**src/design/smc_pkg.sv**
```systemverilog
// ----------------------------------------------------------------------------
// smc_pkg
// Shared constants, codes, types and helper functions of the simple machine
// core: memory geometry, operation modes, opcodes, error codes and the
// command and status bundles between the controller and the datapath.
// ----------------------------------------------------------------------------
package smc_pkg;

	// Byte memory size; must be a power of two so that addresses wrap by masking.
	localparam int MEM_BYTES = 65536;
	localparam int MEM_AW    = $clog2(MEM_BYTES);
	localparam int NUM_REGS  = 8;
	localparam int REG_AW    = $clog2(NUM_REGS);

	// Operation modes carried with each input item.
	localparam logic [2:0] MODE_WRITE_BYTE = 3'd0;
	localparam logic [2:0] MODE_READ_BYTE  = 3'd1;
	localparam logic [2:0] MODE_READ_REG   = 3'd2;
	localparam logic [2:0] MODE_RESTART    = 3'd3;
	localparam logic [2:0] MODE_STEP       = 3'd4;

	// Instruction opcodes.
	localparam logic [3:0] OP_LD_IMM   = 4'h0;
	localparam logic [3:0] OP_LD_OFF   = 4'h1;
	localparam logic [3:0] OP_LD_IDX   = 4'h2;
	localparam logic [3:0] OP_ST_OFF   = 4'h3;
	localparam logic [3:0] OP_ST_IDX   = 4'h4;
	localparam logic [3:0] OP_ALU      = 4'h6;
	localparam logic [3:0] OP_SHIFT    = 4'h7;
	localparam logic [3:0] OP_BR       = 4'h8;
	localparam logic [3:0] OP_BEQ      = 4'h9;
	localparam logic [3:0] OP_BGT      = 4'ha;
	localparam logic [3:0] OP_J_IMM    = 4'hb;
	localparam logic [3:0] OP_J_REG    = 4'hc;
	localparam logic [3:0] OP_J_IND    = 4'hd;
	localparam logic [3:0] OP_J_IDX    = 4'he;
	localparam logic [3:0] OP_HALT_NOP = 4'hf;

	// ALU function codes.
	localparam logic [3:0] ALU_MOV  = 4'h0;
	localparam logic [3:0] ALU_ADD  = 4'h1;
	localparam logic [3:0] ALU_AND  = 4'h2;
	localparam logic [3:0] ALU_INC  = 4'h3;
	localparam logic [3:0] ALU_INC4 = 4'h4;
	localparam logic [3:0] ALU_DEC  = 4'h5;
	localparam logic [3:0] ALU_DEC4 = 4'h6;
	localparam logic [3:0] ALU_NOT  = 4'h7;
	localparam logic [3:0] ALU_GPC  = 4'hf;

	// Error codes reported with each result.
	localparam logic [1:0] ERR_NONE = 2'd0;
	localparam logic [1:0] ERR_OPC  = 2'd1;
	localparam logic [1:0] ERR_ALU  = 2'd2;

	// Commands from the controller to the datapath.
	typedef struct packed {
		logic       start;      // latch the input item, clear read value and error
		logic       wr_byte;    // write the input byte at the address register
		logic       wr_word;    // write one byte of operand 0 at address + offset
		logic       rd_issue;   // issue a memory read at address + offset
		logic       shift_in;   // shift the returned byte into the word register
		logic [1:0] off;        // byte offset within a burst
		logic       cap_rbyte;  // read value takes the returned byte
		logic       rd_reg;     // read value takes the selected register
		logic       restart;    // pc from start_pc, clear halt
		logic       addr_pc;    // address register takes pc
		logic       ir_load;    // instruction register takes the fetched halfword
		logic       ext_load;   // extension register takes the fetched word
		logic       reg_load;   // load operand register picked by off
		logic       addr_calc;  // compute the effective data address
		logic       wb;         // execute and write back
		logic       out_load;   // load the output register
	} smc_cmd_t;

	// Status from the datapath to the controller.
	typedef struct packed {
		logic       halted;
		logic [3:0] opc;        // opcode in the instruction register
		logic [3:0] word_opc;   // opcode in the freshly fetched halfword
	} smc_stat_t;

	// Signed byte offset times two, extended to 32 bits.
	function automatic logic [31:0] sign_off(input logic [7:0] imm);
		sign_off = {{23{imm[7]}}, imm, 1'b0};
	endfunction

	// Left shift for positive immediates, arithmetic right shift otherwise.
	function automatic logic [31:0] shift_op(input logic [31:0] v, input logic [7:0] imm);
		logic [7:0] n;
		n = 8'd0 - imm;
		if (imm != 8'd0 && !imm[7]) begin
			shift_op = (imm >= 8'd32) ? 32'd0 : (v << imm[4:0]);
		end else if (n >= 8'd32) begin
			shift_op = {32{v[31]}};
		end else begin
			shift_op = 32'($signed(v) >>> n[4:0]);
		end
	endfunction

endpackage

```
**src/design/smc_ctrl.sv**
```systemverilog
// ----------------------------------------------------------------------------
// smc_ctrl
// Controller of the simple machine core: sequences each step operation through
// fetch, operand read, address, memory burst where needed and write-back steps,
// runs the other operations directly, and owns the input and output handshakes.
// ----------------------------------------------------------------------------
module smc_ctrl (
	input  logic                clk,
	input  logic                arst_n,
	input  logic                s_tvalid,
	output logic                s_tready,
	input  logic [2:0]          in_mode,
	output logic                m_tvalid,
	input  logic                m_tready,
	input  smc_pkg::smc_stat_t  stat,
	output smc_pkg::smc_cmd_t   cmd
);

	typedef enum logic [4:0] {
		ST_IDLE, ST_WRB, ST_RDB, ST_RDB2, ST_RREG, ST_RST, ST_STEP, ST_FETCH,
		ST_IR, ST_EXT, ST_EXTL, ST_REGS, ST_ADDR, ST_MRD, ST_MWR, ST_WB, ST_FIN
	} state_t;

	state_t     state_q;
	logic [2:0] cnt_q;
	logic       m_tvalid_q;
	logic       accept;
	logic       out_free;

	assign s_tready = (state_q == ST_IDLE);
	assign accept   = s_tvalid & s_tready;
	assign out_free = !m_tvalid_q || m_tready;
	assign m_tvalid = m_tvalid_q;

	// Commands decoded from the state and burst counter.
	always_comb begin
		cmd = '0;
		cmd.off = cnt_q[1:0];
		case (state_q)
			ST_IDLE:  cmd.start = accept;
			ST_WRB:   cmd.wr_byte = 1'b1;
			ST_RDB:   cmd.rd_issue = 1'b1;
			ST_RDB2:  cmd.cap_rbyte = 1'b1;
			ST_RREG:  cmd.rd_reg = 1'b1;
			ST_RST:   cmd.restart = 1'b1;
			ST_STEP:  cmd.addr_pc = !stat.halted;
			ST_FETCH: begin
				cmd.rd_issue = (cnt_q < 3'd2);
				cmd.shift_in = (cnt_q != 3'd0);
			end
			ST_IR:    cmd.ir_load = 1'b1;
			ST_EXT,
			ST_MRD: begin
				cmd.rd_issue = (cnt_q < 3'd4);
				cmd.shift_in = (cnt_q != 3'd0);
			end
			ST_EXTL:  cmd.ext_load = 1'b1;
			ST_REGS:  cmd.reg_load = 1'b1;
			ST_ADDR:  cmd.addr_calc = 1'b1;
			ST_MWR:   cmd.wr_word = 1'b1;
			ST_WB:    cmd.wb = 1'b1;
			ST_FIN:   cmd.out_load = out_free;
			default:  cmd = '0;
		endcase
	end

	// State, burst counter and output valid.
	always_ff @(posedge clk or negedge arst_n) begin
		if (!arst_n) begin
			state_q    <= ST_IDLE;
			cnt_q      <= 3'd0;
			m_tvalid_q <= 1'b0;
		end else begin
			// A new result is presented as soon as the old one has gone.
			if (state_q == ST_FIN && out_free) begin
				m_tvalid_q <= 1'b1;
			end else if (m_tready) begin
				m_tvalid_q <= 1'b0;
			end
			case (state_q)
				ST_IDLE: begin
					cnt_q <= 3'd0;
					if (accept) begin
						case (in_mode)
							smc_pkg::MODE_WRITE_BYTE: state_q <= ST_WRB;
							smc_pkg::MODE_READ_BYTE:  state_q <= ST_RDB;
							smc_pkg::MODE_READ_REG:   state_q <= ST_RREG;
							smc_pkg::MODE_RESTART:    state_q <= ST_RST;
							smc_pkg::MODE_STEP:       state_q <= ST_STEP;
							default:                  state_q <= ST_FIN;
						endcase
					end
				end
				ST_WRB:  state_q <= ST_FIN;
				ST_RDB:  state_q <= ST_RDB2;
				ST_RDB2: state_q <= ST_FIN;
				ST_RREG: state_q <= ST_FIN;
				ST_RST:  state_q <= ST_FIN;
				ST_STEP: state_q <= stat.halted ? ST_FIN : ST_FETCH;
				ST_FETCH: begin
					if (cnt_q == 3'd2) begin
						cnt_q   <= 3'd0;
						state_q <= ST_IR;
					end else begin
						cnt_q <= cnt_q + 3'd1;
					end
				end
				ST_IR: begin
					if (stat.word_opc == smc_pkg::OP_LD_IMM ||
						stat.word_opc == smc_pkg::OP_J_IMM) begin
						state_q <= ST_EXT;
					end else begin
						state_q <= ST_REGS;
					end
				end
				ST_EXT: begin
					if (cnt_q == 3'd4) begin
						cnt_q   <= 3'd0;
						state_q <= ST_EXTL;
					end else begin
						cnt_q <= cnt_q + 3'd1;
					end
				end
				ST_EXTL: state_q <= ST_REGS;
				ST_REGS: begin
					if (cnt_q == 3'd2) begin
						cnt_q   <= 3'd0;
						state_q <= ST_ADDR;
					end else begin
						cnt_q <= cnt_q + 3'd1;
					end
				end
				ST_ADDR: begin
					case (stat.opc)
						smc_pkg::OP_LD_OFF,
						smc_pkg::OP_LD_IDX,
						smc_pkg::OP_J_IND,
						smc_pkg::OP_J_IDX:  state_q <= ST_MRD;
						smc_pkg::OP_ST_OFF,
						smc_pkg::OP_ST_IDX: state_q <= ST_MWR;
						default:            state_q <= ST_WB;
					endcase
				end
				ST_MRD: begin
					if (cnt_q == 3'd4) begin
						cnt_q   <= 3'd0;
						state_q <= ST_WB;
					end else begin
						cnt_q <= cnt_q + 3'd1;
					end
				end
				ST_MWR: begin
					if (cnt_q == 3'd3) begin
						cnt_q   <= 3'd0;
						state_q <= ST_WB;
					end else begin
						cnt_q <= cnt_q + 3'd1;
					end
				end
				ST_WB: state_q <= ST_FIN;
				ST_FIN: begin
					if (out_free) begin
						state_q <= ST_IDLE;
					end
				end
				default: state_q <= ST_IDLE;
			endcase
		end
	end

endmodule

```
**config.mk**
```make
export PLATFORM = sky130hd
export DESIGN_NAME = smc_ctrl
export DESIGN_NICKNAME = d
export VERILOG_FILES = /design/src/design/smc_pkg.sv /design/src/design/smc_ctrl.sv
export SDC_FILE = /design/constraint.sdc
export NUM_CORES = 1
export LEC_CHECK = 0
export ABC_CLOCK_PERIOD_IN_PS = 2700
export BUFFER_PORTS_ARGS = -buffer_cell sky130_fd_sc_hd__buf_2
export CAP_MARGIN = 20
export CORE_ASPECT_RATIO = 0.7
export CORE_UTILIZATION = 50
export DETAILED_ROUTE_END_ITERATION = 8
export PLACE_DENSITY = 0.79
export SKIP_LAST_GASP = 1
export SYNTH_ARGS = -nofsm -noshare
export SYNTH_HDL_FRONTEND = slang
export SYNTH_SLANG_ARGS = --single-unit
```
**constraint.sdc**
```tcl
create_clock -name clk -period 2.7 [get_ports clk]
set_clock_uncertainty 0.1 [all_clocks]
set_input_delay 0.135 -clock clk [delete_from_list [all_inputs] [get_ports clk]]
set_output_delay 0.135 -clock clk [all_outputs]
set_load 0.02 [all_outputs]
```
* Word level (Yosys, flattened, before mapping)
Cells that the tools add are included.
** Word-level totals
- Flip-flop bits (word level) :: 9
- Input bits :: 16
- Output and inout port bits :: 19
- Word-level logic and storage cells :: 97
** Operators by class
- Add/sub/neg operators :: 1
- $lt $le $gt $ge :: 2
- Equal/unequal tests :: 37
- Multiplexer cells :: 34
- Bitwise logic cells :: 1
- Reduce and logical (&&, ||, !) cells :: 19
** Operators with widths (count)
- case mux 5 bit (13 select lines) :: 1
- equality test 5 x 4 -> 1 bit, second input constant :: 8
- two-way mux 5 bit :: 8
- case mux 5 bit (5 select lines) :: 1
- equality test 5 x 3 -> 1 bit, second input constant :: 4
- OR reduction 17 bit :: 1
- two-way mux 1 bit :: 16
- equality test 3 x 2 -> 1 bit, second input constant :: 4
- equality test 4 bit, second input constant :: 3
- inequality test 2 bit, second input constant :: 6
- case mux 3 bit (4 select lines) :: 1
- equality test 5 x 2 -> 1 bit, second input constant :: 2
- two-way mux 3 bit :: 3
- equality test 4 x 2 -> 1 bit, second input constant :: 2
- AND reduction 7 bit :: 1
- equality test 3 bit, second input constant :: 2
- OR reduction 2 bit :: 3
- equality test 5 x 1 -> 1 bit, second input constant :: 1
- equality test 5 bit, second input constant :: 1
- zero test 5 bit :: 1
- OR reduction 5 bit :: 1
- equality test 4 x 1 -> 1 bit, second input constant :: 1
- equality test 4 x 3 -> 1 bit, second input constant :: 1
- zero test 4 bit :: 1
- other kinds (18) :: 21

* Depth between registers and ports, before layout
Gate-level depths: netlist (run 1).
- Depth after elaboration :: 4
- Mapped depth :: 7

* Least setup slack after synthesis (run 1)
No wires, ideal clock.
- Path type :: reg2reg
- Start point :: register state_q[0]
- End point :: register state_q[2]
- Library setup time :: 0.125 ns
- Arrival time :: 1.992 ns
- Required time :: 2.475 ns
- Path slack :: 0.483 ns
- Cell stages (with the launch flop) :: 8
- Buffers on the path :: 2
- Cells stage by stage :: dfrtp_1 > buf_6 > nand2b_1 > clkbuf_1 > nor3_1 > nand2b_1 > nand4b_4 > mux2_4
** On the way
- Longest elaborated chain between the ends :: 4
** RTL lines
- start, declared :: RTL line smc_ctrl.sv:24 : state_t state_q;
- start signal, assigned :: RTL line smc_ctrl.sv:99 : ST_STEP: state_q <= stat.halted ? ST_FIN : ST_FETCH;
- parallel branches: the longest is 4 deep, another holds case mux 5 bit (13 select lines)
Parallel ways; which one is timed is not known.
A chain may end at the register's enable or synchronous reset.

==> metrics.yaml, run 1 <==
drt:
  drc: 4
  post_drt_wl_per_cell_um: 13.61
  wirelength_um: 2585
  vias: 1113
  ant_nets: 0
  drt_iter0_drc: 59
  first_pass_iters: 6
  routed_via_density: 5.858
power:
  p_sw_share_pct: 50.25
  pwr-share-seq_pct: 26.5
  combPwrFrac_pct: 62.3
  p_per_area_nw_per_um2: 765.6
  internal_power_mw: 0.4780
  clock_power_share_pct: 11.2
  ir_drop_uv: 717.3
  finalPower_mw: 0.9608
  power.switching_mw: 0.4828
  p_leak_nw: 0.5835
grt:
  grt_pass1_wl_um: 4112
  first_global_vias: 876
  grt_max_degree: 18
  grt.total_usage_pct: 24.76
  antenna_found_initial: 0
  overflow: 0
synth:
  ys_seq_area_share_pct: 21.38
  synth_top_area_share_pct: 21.38
  synth_common_cells: "nor2_1, nor3_1, nand2_1"
  async_reset_ff_share_pct: 100.0
  netlist_area_um2: 1054
  yosysTopAreaCell: "dfrtp_1"
  ys_warn_count: 0
  synth_nets: 158
  yosysMostFrequentCell: "nor2_1"
  synthFlopType: "dfrtp_1"
  synth_cell_types: 52
  synth-edff-count: 0
  syn_inst: 137
  synthTopCellsByArea: "dfrtp_1, ha_1, nor3_1"
  ys_ff_latch: 9
  avgSynthCellArea_um2: 7.690
cts:
  cts_setup_buffers: 0
  cts_tree: "built"
  clk_pin_slew_ns: 0.06
  clk_path_buf_depth: 2
  root_buffer: "clkbuf_4"
  cts.sinks: 9
  worstSkewPairLatency_ns: 0.27
  cts_made_buffers: 3
  holdBufCountCts: 1
  h-tree-depth: 1
  cts_resized: 0
layout:
  finalInstanceArea_um2: 1255
  final_util_pct: 65.38
  n_antenna_cell: 0
  fill_cells: 171
  multiInputGateArea_um2: 754.5
  synthToLayoutAreaGrowth_pct: 19.12
  regArea_um2: 225.2
  fin_nets: 190
  drive_gt1_share_pct: 30.36
die:
  coreArea_um2: 1919
  start_util_pct: 54.89
  dieArea_um2: 2298
  fp.dieW_um: 56.87
  rows: 13
  die_h_um: 40.41
  ios: 35
run_status:
  status: "complete, but fails checks"
  violations: "design-rule violations"
placement:
  gp_congestion: 0.9009
  placed_area_um2: 1219
  dp_hpwl_um: 2027
  pre_cts_ws_ns: 0.4864
  io_buffers: 34
sta:
  slew_headroom_pct: 59.17
  finalSetupViolCount: 0
  fmax_mhz: 432.1
  hold_viol_final: 0
  period_minus_slack_ns: 2.314
  slew_violations: 0
  fin_setup_tns_ns: 0
  timing.final.crit_share_pct: 85.72
  worstMarginPinSlew_ns: 0.6068
  rsz0062_at_grt: "no"
  setup_ws_ns: 0.3856
critical_path:
  slowest_delay_ns: 0.57
  path_buf_inv: 1
  cp.required_ns: 2.47
  slowest_stage: "dfrtp_1"
  worstPathArrival_ns: 2.08
  setup.worst_path.end_class: "output pin"
  critPathKind: "reg -> out"
  cp-start-kind: "flop"
  critPathTopFamily: "simple AND/OR/NAND/NOR gates"
  crit_fanout: 17
  path_cells: "or3_4, or3b_4, and2b_1, buf_2"
worst_hold_path:
  holdCritPathClass: "in -> reg"
run:
  max_cap_viol_count: 0
## cell usage in the layout, fill, tap and decap left out, types with 2 or more instances in the layout
master	netlist	routed
buf_2	2	34
nor2_1	16	16
nor3_1	12	12
nand2_1	11	11
dfrtp_1	9	9
inv_1	7	7
o21ai_0	6	6
a21oi_1	6	6
ha_1	5	5
nand2b_1	4	4
xnor2_1	4	4
nand3_1	3	3
nor4_1	3	3
and2_1	3	3
xor2_1	3	3
clkbuf_4	0	3
a211oi_1	2	2
buf_4	0	2
## layer usage
layer | track usage (%) | wire, um
met5 | 0 | 0
met2 | 37.50 | 1131
met3 | 6.129 | 210
met1 | 33.90 | 1217
met4 | 10.98 | 25
## final timing paths
| check | slack [ns] | to | startpoint | cells past startpoint |
|---|---|---|---|---|
| max in group asynchronous | 2.17 | m_tvalid | arst_n | 2 |
| min in group asynchronous | 0.14 | state_q[1] | arst_n | 2 |
| hold reg to reg | 0.47 | cnt_q[2] | cnt_q[2] | 1 |
| setup / recovery | 0.39 | cmd[0] | state_q[0] | 4 |
| setup reg to reg | 0.48 | state_q[2] | state_q[0] | 5 |
| hold / removal | 0.12 | m_tvalid | m_tready | 3 |
## kinds of logic after synthesis
group                      after synthesis  share of synthesized area (%)
and+or+nand+nor                         66                          35.51
xor gates and xnor gates                 7                          5.820
muxes                                    2                          2.494
AOI/OAI and AO/OA                       31                          21.85
adders and majority gates                5                          5.938
DFF                                      9                          21.38
buffers and inverters                   17                          7.007
## flip-flops by register name, indices dropped and copies added (netlist names)
register	count
cnt_q	3
m_tvalid	1
state_q	5
## power by group through the flow
stage               registers (mW)  clock network, mW  logic, mW
floorplan                    0.198                  0      0.516
global placement             0.250                  0      0.587
detailed placement           0.255                  0      0.597
CTS                          0.253              0.110      0.598
global route                 0.266              0.115      0.661
finish                       0.254              0.107      0.599
## through the flow
stage | hold slack (ns) | cells
floorplan | -0.2606 | 137
global placement | -0.1021 | 185
detailed placement | -0.1001 | 185
CTS | 0.1206 | 190
global route | 0.1493 | 190
finish | 0.1229 | 190
## area by class of cell
class	count	area share (%)
multi-input cells	111	60.12
flip-flops and latches	9	17.95
repair buffers	37	15.55
well taps	22	2.193
clock buffers	4	2.094
inverters	7	2.094
## worst register-to-register path, cell delays in order (launching register included)
cell and delay, ns:
dfrtp_1 0.57, or3_4 0.49, or3b_4 0.41, nor2_4 0.12, nand4b_4 0.14, mux2_4 0.30
(Power assumes the default switching activity.)
==> run 2, diff against run 1 <==
Settings changed: CELL_PAD_IN_SITES_DETAIL_PLACEMENT set to 1, CELL_PAD_IN_SITES_GLOBAL_PLACEMENT set to 2, CORE_UTILIZATION 50 to 27, PLACE_DENSITY 0.79 to not set, PLACE_DENSITY_LB_ADDON set to 0.1.
==> run 2 against run 1 <==
The flow now finishes without violations. Sequential share of layout area fell by 0.84 points. Clock-buffer cell count did not move. Setup slack improved by 0.011 ns. Non-clock buffer count rose by 1. Combinational power rose by 6.0%. Utilization fell by 29 points. Fmax rose by 0.47%. Via count fell by 2.4%. Critical path depth did not move. Flip-flop and latch count did not move. Power rose by 8.3%. Global-route usage fell by 8.0 points. Largest cell class unchanged.
==> metrics.yaml, run 2 (synthesized netlist as in run 1, its figures left out) <==
layout:
  drive_gt1_share_pct: 30.77  # was 30.36%
  regArea_um2: 225.2  # unchanged
  stdcell_count: 219  # was 190
  fin_nets: 191  # was 190
  synthToLayoutAreaGrowth_pct: 24.94  # was 19.12%
  final_cell_mix: "buf_2, nor2_1, nor3_1, nand2_1, dfrtp_1"  # unchanged
  finalInstanceArea_um2: 1316  # was 1255 um^2
  layout_commonest_cell: "buf_2"  # unchanged
  largest_reg_flops: 5  # unchanged
  regMostFlops: "state_q"  # unchanged
  n_antenna_cell: 0  # unchanged
  final_util_pct: 36.30  # was 65.38%
  multiInputGateArea_um2: 754.5  # unchanged
  fill_cells: 459  # was 171
die:
  dieArea_um2: 4160  # was 2298 um^2
  fp.dieW_um: 76.66  # was 56.87 um
  start_util_pct: 29.05  # was 54.89%
  die_h_um: 54.26  # was 40.41 um
  rows: 18  # was 13
  coreArea_um2: 3626  # was 1919 um^2
  ios: 35  # unchanged
cts:
  root_buffer: "clkbuf_8"  # was clkbuf_4
  cts.sinks: 9  # unchanged
  h-tree-depth: 1  # unchanged
  worstSkewPairLatency_ns: 0.23  # was 0.27 ns
  cts_made_buffers: 3  # unchanged
  clk_pin_slew_ns: 0.05  # was 0.06 ns
  cts_tree: "built"  # unchanged
  clk_path_buf_depth: 2  # unchanged
drt:
  drc: 0  # was 4
  drt_iter0_drc: 45  # was 59
  first_pass_iters: 4  # was 6
  wirelength_um: 3189  # was 2585 um
  ant_nets: 0  # unchanged
  post_drt_wl_per_cell_um: 14.56  # was 13.61 um
  routed_via_density: 4.959  # was 5.858
  vias: 1086  # was 1113
sta:
  period_minus_slack_ns: 2.304  # was 2.314 ns
  finalSetupViolCount: 0  # unchanged
  rsz0062_at_grt: "no"  # unchanged
  fmax_mhz: 434.1  # was 432.1 MHz
  worst_hold_slack_ns: 0.1542  # was 0.1229 ns
  slew_headroom_pct: 59.57  # was 59.17%
  slew_violations: 0  # unchanged
  setup_ws_ns: 0.3964  # was 0.3856 ns
  fin_setup_tns_ns: 0  # unchanged
  timing.final.crit_share_pct: 85.32  # was 85.72%
  hold_viol_final: 0  # unchanged
  worstMarginPinSlew_ns: 0.6009  # was 0.6068 ns
critical_path:
  setup.worst_path.end_class: "output pin"  # unchanged
  slowest_stage: "dfrtp_1"  # unchanged
  crit_fanout: 17  # unchanged
  cp-start-kind: "flop"  # unchanged
  critPathKind: "reg -> out"  # unchanged
  worstPathArrival_ns: 2.07  # was 2.08 ns
  path_cells: "or3_4, or3b_4, and2b_1, buf_2"  # unchanged
  cp.required_ns: 2.47  # about the same
  slowest_delay_ns: 0.58  # was 0.57 ns
grt:
  overflow: 0  # unchanged
  first_global_vias: 1082  # was 876
  antenna_found_initial: 0  # unchanged
  grt_pass1_wl_um: 5451  # was 4112 um
  grt_max_degree: 18  # unchanged
  grt.total_usage_pct: 16.79  # was 24.76%
placement:
  dp_cells: 214  # was 185
  placed_area_um2: 1261  # was 1219 um^2
  dp_hpwl_um: 2586  # was 2027 um
  io_buffers: 34  # unchanged
  pre_cts_ws_ns: 0.4545  # was 0.4864 ns
  gp_congestion: 0.7641  # was 0.9009
run:
  max_cap_viol_count: 0  # unchanged
power:
  ir_drop_uv: 416.6  # was 717.3 uV
  p_per_area_nw_per_um2: 790.6  # was 765.6 nW/um^2
  p_leak_nw: 0.5964  # was 0.5835 nW
  finalPower_mw: 1.041  # was 0.9608 mW
run_status:
  status: "finished, final reports clean"  # was complete, but fails checks
worst_hold_path:
  holdCritPathClass: "in -> reg"  # unchanged
-- run 2: final cells by class --
| type | count | area share, % |
|---|---|---|
| clock buffers | 4 | 3.422 |
| inverters | 7 | 1.996 |
| multi-input cells | 111 | 57.32 |
| flip-flops and latches | 9 | 17.11 |
| well taps | 50 | 4.753 |
| repair buffers | 38 | 15.40 |
-- run 2: final timing paths --
check	startpoint	end	slack (ns)	cells after the start
min in group asynchronous	arst_n	cnt_q[2]	0.19	2
hold / removal	m_tready	m_tvalid	0.15	3
hold reg to reg	cnt_q[2]	cnt_q[2]	0.47	1
setup reg to reg	state_q[0]	state_q[2]	0.45	5
setup / recovery	state_q[0]	cmd[0]	0.40	4
max in group asynchronous	arst_n	state_q[3]	2.13	2
-- run 2: what timing repair did --
action                                  4_1_cts  5_1_grt
buffers inserted                              0        0
hold buffers                                  1        0
resized for setup                             0        0
hold endpoints to repair                      9        0
endpoints found under the setup margin        0        0
-- run 2: where the power goes --
part | total [mW] | internal (mW) | leakage (nW) | switching [mW]
clock network | 0.155 | 0.103 | 0.0228 | 0.0526
logic | 0.635 | 0.261 | 0.452 | 0.374
registers | 0.250 | 0.168 | 0.121 | 0.0820
-- run 2: worst max-delay path: cells and delay by family (launching register included) --
family                 cells  cell delay (ns)
buffers and inverters      1             0.15
DFF                        1             0.58
and+or+nand+nor            3             1.10
-- run 2: per-layer routing --
layer | track usage, % | up-vias | routed length, um
met1 | 25.85 | 505 | 1745
met2 | 24.85 | 24 | 1311
met3 | 3.167 | 0 | 132
met5 | 0 | - | 0
li1 | - | 557 | -
met4 | 0.9615 | 0 | 0
==> run 3, diff against run 2 <==
Settings changed: CORE_MARGIN set to 5, TNS_END_PERCENT set to 30.
==> run 3 against run 2 <==
Critical path depth is 1 higher. Clock-buffer cell count fell by 1. Non-clock buffer count unchanged. Via count rose by 1.9%. Final cell count is 0.91% higher. Utilization down 2.0 points.
==> metrics.yaml, run 3 (synthesized netlist as in run 1, its figures left out) <==
cts:
  root_buffer: "clkbuf_8"  # unchanged
  cts_resized: 0  # unchanged
  clk_pin_slew_ns: 0.05  # about the same
  worstSkewPairLatency_ns: 0.24  # was 0.23 ns
  cts_made_buffers: 3  # unchanged
  h-tree-depth: 1  # unchanged
  clk_path_buf_depth: 2  # unchanged
  cts.sinks: 9  # unchanged
  cts_tree: "built"  # unchanged
grt:
  overflow: 0  # unchanged
  grt_pass1_wl_um: 5733  # was 5451 um
  first_global_vias: 1137  # was 1082
  grt_max_degree: 19  # was 18
  antenna_found_initial: 0  # unchanged
  grt.total_usage_pct: 13.34  # was 16.79%
layout:
  layout_commonest_cell: "buf_2"  # unchanged
  fill_cells: 487  # was 459
  n_antenna_cell: 0  # unchanged
  fin_nets: 191  # unchanged
  largest_reg_flops: 5  # unchanged
  regMostFlops: "state_q"  # unchanged
  drive_gt1_share_pct: 31.36  # was 30.77%
  final_cell_mix: "buf_2, nor2_1, nor3_1, nand2_1, dfrtp_1"  # unchanged
  synthToLayoutAreaGrowth_pct: 25.30  # was 24.94%
sta:
  fmax_mhz: 430.7  # was 434.1 MHz
  rsz0062_at_grt: "no"  # unchanged
  setup_ws_ns: 0.3781  # was 0.3964 ns
  timing.final.crit_share_pct: 86.00  # was 85.32%
  hold_viol_final: 0  # unchanged
  worstMarginPinSlew_ns: 0.6286  # was 0.6009 ns
  slew_violations: 0  # unchanged
  period_minus_slack_ns: 2.322  # was 2.304 ns
  finalSetupViolCount: 0  # unchanged
  slew_headroom_pct: 57.71  # was 59.57%
  fin_setup_tns_ns: 0  # unchanged
run_status:
  status: "finished, final reports clean"  # unchanged
critical_path:
  slowest_delay_ns: 0.71  # was 0.58 ns
  reg2reg_from: "state_q[2]"  # was state_q[0]
  crit_path_start: "state_q[2]"  # was state_q[0]
  worstPathArrival_ns: 2.35  # was 2.07 ns
  rr_worst_depth: 5  # unchanged
  critPathKind: "reg -> reg"  # was reg -> out
  cp-start-kind: "flop"  # unchanged
  critPathTopFamily: "simple AND/OR/NAND/NOR gates"  # unchanged
  cp.required_ns: 2.73  # was 2.47 ns
  path_depth: 5  # was 4
  path_buf_inv: 0  # was 1
  crit_fanout: 18  # was 17
  slowest_stage: "dfrtp_1"  # unchanged
  crit_top_cell: "nand2b_1"
  setup.worst_path.end_class: "flop"  # was output pin
  path_cells: "nand2b_1, nor3_1, nand2b_1, nand4b_4, mux2_4"  # was or3_4, or3b_4, and2b_1, buf_2
power:
  combPwrFrac_pct: 57.9  # was 61.0%
  internal_power_mw: 0.5232  # was 0.5321 mW
  pwr-share-seq_pct: 26.0  # was 24.0%
  power.switching_mw: 0.5193  # was 0.5086 mW
  p_leak_nw: 0.5993  # was 0.5964 nW
  ir_drop_uv: 379.3  # was 416.6 uV
  clock_power_share_pct: 16.1  # was 14.9%
  finalPower_mw: 1.043  # was 1.041 mW
  p_sw_share_pct: 49.81  # was 48.87%
  p_per_area_nw_per_um2: 789.8  # was 790.6 nW/um^2
die:
  start_util_pct: 27.36  # was 29.05%
  die_h_um: 62.26  # was 54.26 um
  ios: 35  # unchanged
  fp.dieW_um: 84.66  # was 76.66 um
  dieArea_um2: 5271  # was 4160 um^2
  coreArea_um2: 3851  # was 3626 um^2
  rows: 19  # was 18
worst_hold_path:
  holdPathStages: 3  # unchanged
  holdCritPathClass: "in -> reg"  # unchanged
  hold_start: "m_tready"  # unchanged
drt:
  first_pass_iters: 4  # unchanged
  routed_via_density: 5.009  # was 4.959
  ant_nets: 0  # unchanged
  post_drt_wl_per_cell_um: 15.61  # was 14.56 um
  drt_iter0_drc: 19  # was 45
  wirelength_um: 3449  # was 3189 um
  drc: 0  # unchanged
  vias: 1107  # was 1086
placement:
  pre_cts_ws_ns: 0.4652  # was 0.4545 ns
  dp_hpwl_um: 2782  # was 2586 um
  gp_congestion: 0.7932  # was 0.7641
  io_buffers: 34  # unchanged
run:
  max_cap_viol_count: 0  # unchanged
[run 3: layer usage]
metal,wire [um],global-route usage [%],vias up
met4,28,2.964,0
met1,1704,18.52,522
met2,1534,20.61,22
met3,181,3.567,4
met5,0,0,-
li1,-,-,559
[run 3: final cells by class]
type / count / area (um^2) / area share, %
Timing Repair Buffer: 38 / 202.7 / 15.36
Sequential cell: 9 / 225.2 / 17.06
Inverter: 7 / 26.28 / 1.991
Multi-Input combinational cell: 111 / 754.5 / 57.16
Clock inverter: 1 / 5.005 / 0.3791
Tap cell: 52 / 65.06 / 4.929
Clock buffer: 3 / 41.29 / 3.128
[run 3: repair_timing]
item | in CTS | in global routing
buffers inserted | 0 | 0
endpoints found under the setup margin | 0 | 0
hold buffers | 1 | 0
hold endpoints to repair | 9 | 0
[run 3: through the flow]
| stage | cell area, um^2 | util [%] | std cells | hold WS [ns] |
|---|---|---|---|---|
| 5_1_grt | 1320 | 34.28 | 221 | 0.1514 |
| 6_report | 1320 | 34.28 | 221 | 0.1453 |
| 2_1_floorplan | 1054 | - | 137 | -0.2606 |
| 4_1_cts | 1320 | 34.28 | 221 | 0.1468 |
| 3_5_place_dp | 1264 | 32.81 | 216 | -0.09022 |
| 3_3_place_gp | 1264 | 32.81 | 216 | -0.09473 |
[run 3: power groups by stage]
stage                     Sequential, mW  Clock [mW]  Combinational (mW)
after detailed placement           0.272           0               0.611
after global routing               0.284       0.182               0.669
final                              0.271       0.168               0.603
after floorplan                    0.198           0               0.516
after CTS                          0.269       0.175               0.613
after global placement             0.266           0               0.602
[run 3: worst reg2reg max path: stages (launching register included)]
cell      delay [ns]
dfrtp_1         0.71
nand2b_1        0.32
nor3_1          0.41
nand2b_1        0.21
nand4b_4        0.15
mux2_4          0.30
[run 3: final timing paths]
kind	endpoint	slack, ns
worst min-delay path	m_tvalid	0.15
worst max register to register	state_q[2]	0.38
max in group asynchronous	cnt_q[1]	2.12
worst max-delay path	state_q[2]	0.38
worst min register to register	cnt_q[2]	0.46
min in group asynchronous	state_q[1]	0.19
